`config.mk`:
```
export PLATFORM = sky130hd
export DESIGN_NAME = delimited_word_dedup
export DESIGN_NICKNAME = d
export VERILOG_FILES = /design/src/rtl/dwd_pkg.sv /design/src/rtl/delimited_word_dedup.sv
export SDC_FILE = /design/constraint.sdc
export NUM_CORES = 2
export LEC_CHECK = 0
export ABC_CLOCK_PERIOD_IN_PS = 12900
export BUFFER_PORTS_ARGS = -buffer_cell sky130_fd_sc_hd__buf_2
export CORE_MARGIN = 5
export CORE_UTILIZATION = 30
export CTS_CLUSTER_DIAMETER = 30
export DETAILED_ROUTE_END_ITERATION = 16
export PLACE_DENSITY = 0.42
export SYNTH_ARGS = -nofsm -noshare
export SYNTH_HDL_FRONTEND = slang
export SYNTH_MEMORY_MAX_BITS = 65536
export SYNTH_SLANG_ARGS = --single-unit
```
`constraint.sdc`:
```
create_clock -name clk_i -period 12.9 [get_ports clk_i]
set_clock_uncertainty 0.2 [all_clocks]
set_input_delay 2.58 -clock clk_i [delete_from_list [all_inputs] [get_ports clk_i]]
set_output_delay 2.58 -clock clk_i [all_outputs]
set_load 0.01 [all_outputs]
```
`src/rtl/dwd_pkg.sv`:
```
// ----------------------------------------------------------------------------
// dwd_pkg
// Shared types and constants for the delimited word de-duplicator.
// ----------------------------------------------------------------------------
`default_nettype none
package dwd_pkg;
  localparam int unsigned WordLenDef  = 32;
  localparam int unsigned MaxWordsDef = 16;
  localparam logic [7:0]  SepByte     = 8'd124;
  localparam logic [7:0]  NlByte      = 8'd10;
  localparam logic [7:0]  DelimReset  = 8'd124;

  localparam logic [1:0] StOk    = 2'd0;
  localparam logic [1:0] StTrunc = 2'd1;
  localparam logic [1:0] StFull  = 2'd2;

  typedef enum logic [3:0] {
    S_IDLE,
    S_CMP_LEN,
    S_CMP_RD,
    S_CMP_CHK,
    S_SEP,
    S_EMIT_RD,
    S_EMIT,
    S_NL,
    S_DONE
  } state_e;
endpackage
`default_nettype wire

```
`src/rtl/delimited_word_dedup.sv`:
```
// ----------------------------------------------------------------------------
// delimited_word_dedup
// Splits a byte stream into words on a delimiter and drops repeats per line.
// ----------------------------------------------------------------------------
// channel | direction | signals
// in      | input     | in_valid_i/in_ready_o, in_byte_i, line_end_i
// out     | output    | out_valid_o/out_ready_i, out_byte_o, run_last_o, status_o
// cfg     | input     | cfg_we_i, cfg_wdata_i
// A plain byte is written to the word buffer while it has room. A word end runs
// the length check against each stored word in turn, plus a read and a check
// per compared byte through the single store read port; a new word then gets
// the separator and a read and an emit per byte; a line end adds the newline.
// Reset clears control state only; no clearing pass is needed.
// An output stall holds the sequencer; input is taken only when idle.
`default_nettype none
module delimited_word_dedup import dwd_pkg::*; #(
  parameter int unsigned WORD_LEN  = WordLenDef,
  parameter int unsigned MAX_WORDS = MaxWordsDef
) (
  input  wire logic       clk_i,
  input  wire logic       rst_ni,
  input  wire logic       in_valid_i,
  output logic            in_ready_o,
  input  wire logic [7:0] in_byte_i,
  input  wire logic       line_end_i,
  output logic            out_valid_o,
  input  wire logic       out_ready_i,
  output logic [7:0]      out_byte_o,
  output logic            run_last_o,
  output logic [1:0]      status_o,
  input  wire logic       cfg_we_i,
  input  wire logic [7:0] cfg_wdata_i
);
  localparam int unsigned LW = $clog2(WORD_LEN + 1);
  localparam int unsigned IW = $clog2(WORD_LEN);
  localparam int unsigned CW = $clog2(MAX_WORDS + 1);
  localparam int unsigned SW = $clog2(MAX_WORDS);
  localparam int unsigned AW = SW + IW;

  state_e state_q, state_d;
  logic [7:0]    delim_q;
  logic [LW-1:0] wlen_q, wlen_d;
  logic [CW-1:0] cnt_q, cnt_d;
  logic          first_q, first_d, trunc_q, trunc_d, last_q, last_d;
  logic [CW-1:0] wi_q, wi_d;
  logic [LW-1:0] j_q, j_d;
  logic [1:0]    st_q, st_d;
  logic          nst_q, nst_d;

  logic [7:0] wbuf [WORD_LEN];
  logic [7:0] store [MAX_WORDS*WORD_LEN];
  logic [LW-1:0] slen [MAX_WORDS];
  logic [7:0] wbuf_rd_q, store_rd_q;

  logic          buf_we, st_we, len_we;
  logic [IW-1:0] buf_wa, rd_j;
  logic [7:0]    buf_wd;
  logic [AW-1:0] st_wa, st_ra;
  logic          rd_en;
  logic [SW-1:0] wi_idx, cnt_idx;

  assign wi_idx  = wi_q[SW-1:0];
  assign cnt_idx = cnt_q[SW-1:0];
  assign rd_j    = j_q[IW-1:0];
  assign st_ra   = AW'(wi_idx) * AW'(WORD_LEN) + AW'(rd_j);
  assign st_wa   = AW'(cnt_idx) * AW'(WORD_LEN) + AW'(rd_j);

  always_ff @(posedge clk_i) begin
    if (buf_we) wbuf[buf_wa] <= buf_wd;
    if (st_we) store[st_wa] <= wbuf_rd_q;
    if (len_we) slen[cnt_idx] <= wlen_q;
    if (rd_en) begin
      wbuf_rd_q  <= wbuf[rd_j];
      store_rd_q <= store[st_ra];
    end
  end

  logic in_acc, is_delim, emit_ok;
  assign in_acc   = in_valid_i && in_ready_o;
  assign is_delim = (in_byte_i == delim_q);
  assign emit_ok  = !out_valid_o || out_ready_i;

  logic       o_v_d, o_l_d;
  logic [7:0] o_b_d;
  logic [1:0] o_s_d;
  logic       ov_q, ol_q;
  logic [7:0] ob_q;
  logic [1:0] os_q;

  always_comb begin
    state_d = state_q; wlen_d = wlen_q; cnt_d = cnt_q; first_d = first_q;
    trunc_d = trunc_q; last_d = last_q; wi_d = wi_q; j_d = j_q;
    st_d = st_q; nst_d = nst_q;
    buf_we = 1'b0; buf_wa = wlen_q[IW-1:0]; buf_wd = in_byte_i;
    st_we = 1'b0; len_we = 1'b0; rd_en = 1'b0;
    o_v_d = 1'b0; o_b_d = in_byte_i; o_s_d = StOk; o_l_d = 1'b0;
    in_ready_o = (state_q == S_IDLE);
    unique case (state_q)
      S_IDLE: begin
        if (in_acc) begin
          last_d = line_end_i;
          if (in_byte_i != NlByte && !is_delim) begin
            if (wlen_q < LW'(WORD_LEN)) begin
              buf_we = 1'b1;
              wlen_d = wlen_q + 1'b1;
            end else begin
              trunc_d = 1'b1;
            end
          end
          if ((in_byte_i != NlByte && is_delim) || line_end_i) begin
            wi_d = '0; j_d = '0;
            state_d = S_CMP_LEN;
          end
        end
      end
      S_CMP_LEN: begin
        j_d = '0;
        if (wlen_q == '0) begin
          trunc_d = 1'b0;
          state_d = last_q ? S_NL : S_IDLE;
        end else if (wi_q >= cnt_q) begin
          st_d = (cnt_q >= CW'(MAX_WORDS)) ? StFull : (trunc_q ? StTrunc : StOk);
          nst_d = (cnt_q < CW'(MAX_WORDS));
          state_d = first_q ? S_SEP : S_EMIT_RD;
        end else if (slen[wi_idx] != wlen_q) begin
          wi_d = wi_q + 1'b1;
        end else begin
          state_d = S_CMP_RD;
        end
      end
      S_CMP_RD: begin
        rd_en = 1'b1;
        state_d = S_CMP_CHK;
      end
      S_CMP_CHK: begin
        if (wbuf_rd_q != store_rd_q) begin
          wi_d = wi_q + 1'b1; j_d = '0;
          state_d = S_CMP_LEN;
        end else if (j_q + 1'b1 == wlen_q) begin
          wlen_d = '0; trunc_d = 1'b0;
          state_d = last_q ? S_NL : S_IDLE;
        end else begin
          j_d = j_q + 1'b1;
          state_d = S_CMP_RD;
        end
      end
      S_SEP: begin
        if (emit_ok) begin
          o_v_d = 1'b1; o_b_d = SepByte; o_s_d = st_q;
          state_d = S_EMIT_RD;
        end
      end
      S_EMIT_RD: begin
        rd_en = 1'b1;
        state_d = S_EMIT;
      end
      S_EMIT: begin
        if (emit_ok) begin
          o_v_d = 1'b1; o_b_d = wbuf_rd_q; o_s_d = st_q;
          st_we = nst_q;
          if (j_q + 1'b1 == wlen_q) begin
            o_l_d = !last_q;
            len_we = nst_q;
            if (nst_q) cnt_d = cnt_q + 1'b1;
            first_d = 1'b1; wlen_d = '0; trunc_d = 1'b0;
            state_d = last_q ? S_NL : S_IDLE;
          end else begin
            j_d = j_q + 1'b1;
            state_d = S_EMIT_RD;
          end
        end
      end
      S_NL: begin
        if (emit_ok) begin
          o_v_d = 1'b1; o_b_d = NlByte; o_l_d = 1'b1;
          cnt_d = '0; first_d = 1'b0;
          state_d = S_IDLE;
        end
      end
      default: state_d = S_IDLE;
    endcase
  end

  always_ff @(posedge clk_i or negedge rst_ni) begin
    if (!rst_ni) begin
      state_q <= S_IDLE; delim_q <= DelimReset; wlen_q <= '0; cnt_q <= '0;
      first_q <= 1'b0; trunc_q <= 1'b0; last_q <= 1'b0; wi_q <= '0; j_q <= '0;
      st_q <= StOk; nst_q <= 1'b0; ov_q <= 1'b0;
    end else begin
      state_q <= state_d; wlen_q <= wlen_d; cnt_q <= cnt_d; first_q <= first_d;
      trunc_q <= trunc_d; last_q <= last_d; wi_q <= wi_d; j_q <= j_d;
      st_q <= st_d; nst_q <= nst_d;
      if (cfg_we_i) delim_q <= cfg_wdata_i;
      if (o_v_d) ov_q <= 1'b1;
      else if (out_ready_i) ov_q <= 1'b0;
    end
  end

  always_ff @(posedge clk_i) begin
    if (o_v_d) begin
      ob_q <= o_b_d; ol_q <= o_l_d; os_q <= o_s_d;
    end
  end

  assign out_valid_o = ov_q;
  assign out_byte_o  = ob_q;
  assign run_last_o  = ol_q;
  assign status_o    = os_q;

`ifndef ASSERT_OFF
  a_cnt_bound: assert property (@(posedge clk_i) disable iff (!rst_ni)
    cnt_q <= CW'(MAX_WORDS)) else $error("store count overflow");
  a_len_bound: assert property (@(posedge clk_i) disable iff (!rst_ni)
    wlen_q <= LW'(WORD_LEN)) else $error("word length overflow");
  a_nl_clears: assert property (@(posedge clk_i) disable iff (!rst_ni)
    (state_q == S_NL && emit_ok) |=> (cnt_q == '0 && !first_q))
    else $error("line end did not clear store");
`endif
endmodule
`default_nettype wire
```
==> metrics.txt <==
status finished clean; Congestion Overflow GR 0; Crit path required time about 14 ns; measured slew at the worst slew-check pin ~1.3 ns; number of core rows approximately 280; Max Cap Viol 0; FMAX ~140 MHz; H-tree depth 6; drc violations 0; filler cell count between 50,000 and 60,000; dpl cells approximately 16,000; fin cells 17,500; DP Worst Slack ~5.6 ns; CTS tree yes; RePlAce Congestion slightly above 0.8; most frequent cells in the layout 4,475 x edfxtp_1, 1,194 x mux4_2, 960 x clkbuf_16, 654 x nor2_1, 278 x nand2_1; synthesis warning total 0; hold_sp st_q[0]; clock latency on the worst-skew pair approximately 1.1 ns; Horiz. Die Dim between 700 and 800 um; Fin. Hold Viols 0; initial core utilization 0.3007; synthesized area per cell 21.67 um^2; Port Buffer Count 34; layout cells sized above 1 0.3268; Hold EP st_q[0]; fraction of registers with async set/reset 0.008859; routed wl met2 approximately 270,000 um; worst setup margin 5.822 ns; Primary FF master, synth edfxtp_1; Setup Buffers After CTS 0; RSZ-0062 raised after global routing no; die height roughly 780 um; clk slew on worst S/H paths roughly 0.05 ns; Synth area leader edfxtp_1; Arr. time, crit path ~7.7 ns; Met1 Wirelength roughly 240,000 um; commonest non-fill, non-tap cell in the layout edfxtp_1; dpl hpwl ~340,000 um; DR vias/cell between 5 and 6; GR Util All Layers 0.1838; Met3 Wirelength approximately 37,000 um; IO Pins 35; root buffer cell clkbuf_16; CTS Sinks approximately 4,500; worst r2r dst store_rd_q[4]; Peak VDD IR roughly 170 uV; dpl cell area roughly 190,000 um^2; Hold Path Class flop to flop; Final Cycle Share 0.5487; Final Net Count between 8,000 and 9,000; Leakage Power 68.65 nW; maximum fanout along the worst path 80; register area share after synthesis 0.7695; pwr dens 233.2 nW/um^2; vias in the first global route 92,790; Worst R2R Start j_q[0]; Layout Utilization 0.3749; endpoint class of the critical path flop; top post-synthesis cells by area edfxtp_1 76%, mux4_2 15%, mux2i_1 1.4%; Min Clock Period, post-route just over 7 ns; Max-slew headroom 0.1260; Initial DRC Count a little under 10,000; post-route ant nets 0; number of hold buffers added after CTS 0; worst hold path depth 1; vias 89,500; syn nets 8,158; Synth top area share 0.7638; final wirelength 567,500 um; EDFF count, synth 4,475; synthesized netlist cell count roughly 8,100; max-slew violations 0; crit path kind flop to flop; worst reg2reg path depth 10; clk buf depth 4; average wire per standard cell roughly 32 um; post-route cell area about 220,000 um^2; #FFs+latches synth 4,515; Final setup viols 0; reg-to-reg slack, setup ~5.8 ns; first-pass GRT wire length 778,900 um; total CTS buffers around 960; Distinct cells, synth 76; final setup TNS 0 ns; crit path launch type flop; initial antenna violation count 46; core footprint 585,000 um^2; largest net degree at the start of global routing 133; die area 601,900 um^2; cell area after technology mapping between 150,000 and 200,000 um^2; TritonRoute pass-1 iters 6; top routing layer used met5; Area Overhead vs Synth 24.65%; Resize count post-CTS 0
[power by group]
group	internal (mW)	leakage, nW	switching (mW)
Sequential	17.2	40.7	0.168
Combinational	3.20	11.9	5.59
Clock	16.5	16.0	8.50
Total	36.9	68.6	14.3
[metrics by stage]
stage	power, mW	hold slack [ns]
3_3_place_gp	26.59	0.2903
6_report	51.14	0.3033
4_1_cts	51.69	0.3038
3_5_place_dp	26.58	0.2959
5_1_grt	52.77	0.3148
2_1_floorplan	23.32	0.2663
[flip-flops by register name (all words and copies together), names as in the netlist]
register     count
store_rd_q       8
out_valid_o      1
status_o         2
wbuf_rd_q        8
delim_q          8
trunc_q          1
wi_q             5
store         4096
slen            96
out_byte_o       8
j_q              6
cnt_q            5
last_q           1
st_q             2
wbuf           256
state_q          3
wlen_q           6
run_last_o       1
nst_q            1
first_q          1
[worst max-delay path, cell delays in order (launching register included)]
cell     delay, ns
dfrtp_4       0.89
buf_4         0.73
buf_12        0.50
buf_4         0.74
mux4_2        0.63
mux4_2        0.55
a221o_1       0.48
a21oi_1       0.66
a31oi_1       0.46
nor4_1        0.56
a31oi_1       0.07
[cell type report]
type                            count  area [um^2]  share of cell area
Inverter                           29        123.9           0.0005648
Tap cell                         7782         9737             0.04440
Clock inverter                    775         9402             0.04287
Sequential cell                  4515       135400              0.6175
Antenna cell                       17        42.54           0.0001940
Clock buffer                     1031        24290              0.1108
Multi-Input combinational cell   3090        38170              0.1740
Timing Repair Buffer              259         2135            0.009733
[how the worst max path moves through the flow]
stage | depth (start not counted) | slack [ns] | startpoint | to
global route | 10 | 5.31 | j_q[0] | store_rd_q[4]
global placement | 10 | 5.61 | j_q[0] | store_rd_q[4]
finish | 10 | 5.82 | j_q[0] | store_rd_q[4]
detailed placement | 8 | 5.56 | out_ready_i | store[451][5]
CTS | 10 | 5.57 | j_q[0] | store_rd_q[4]
floorplan | 7 | 4.81 | wbuf_rd_q[2] | wlen_q[3]
[Yosys cell counts (15+ instances only)]
master,count
buf_6,22
mux2i_1,250
xnor2_1,23
o22ai_1,35
clkbuf_1,211
mux4_2,1194
a21oi_1,68
nand3_1,50
nand2_1,294
a211oi_1,16
o21ai_0,84
xor2_1,15
inv_1,25
a221oi_1,39
edfxtp_1,4475
buf_4,93
a31oi_1,17
buf_2,125
nor2_1,665
ha_1,18
buf_1,30
o221ai_1,53
mux2_2,28
a22oi_1,35
dfrtp_1,35
nor3_1,37
[per-layer routing]
metal | vias up | track usage
li1 | 35910 | -
met5 | - | 0
met4 | 6 | 0.04751
met1 | 49110 | 0.2535
met3 | 742 | 0.03734
met2 | 3736 | 0.2977
[cells by family (layout without fill, tap and decap cells)]
kind of cell / Yosys count / after routing / synth area share
fa+ha+maj: 18 / 18 / 0.001280
other cells: 0 / 17 / 0
simple gates: 1115 / 1115 / 0.02558
flops: 4515 / 4515 / 0.7695
xor+xnor: 38 / 38 / 0.001892
compound gates: 447 / 447 / 0.01789
buf+inv: 513 / 2094 / 0.01501
mux: 1472 / 1472 / 0.1689
Power figures use the tool's default switching activity.
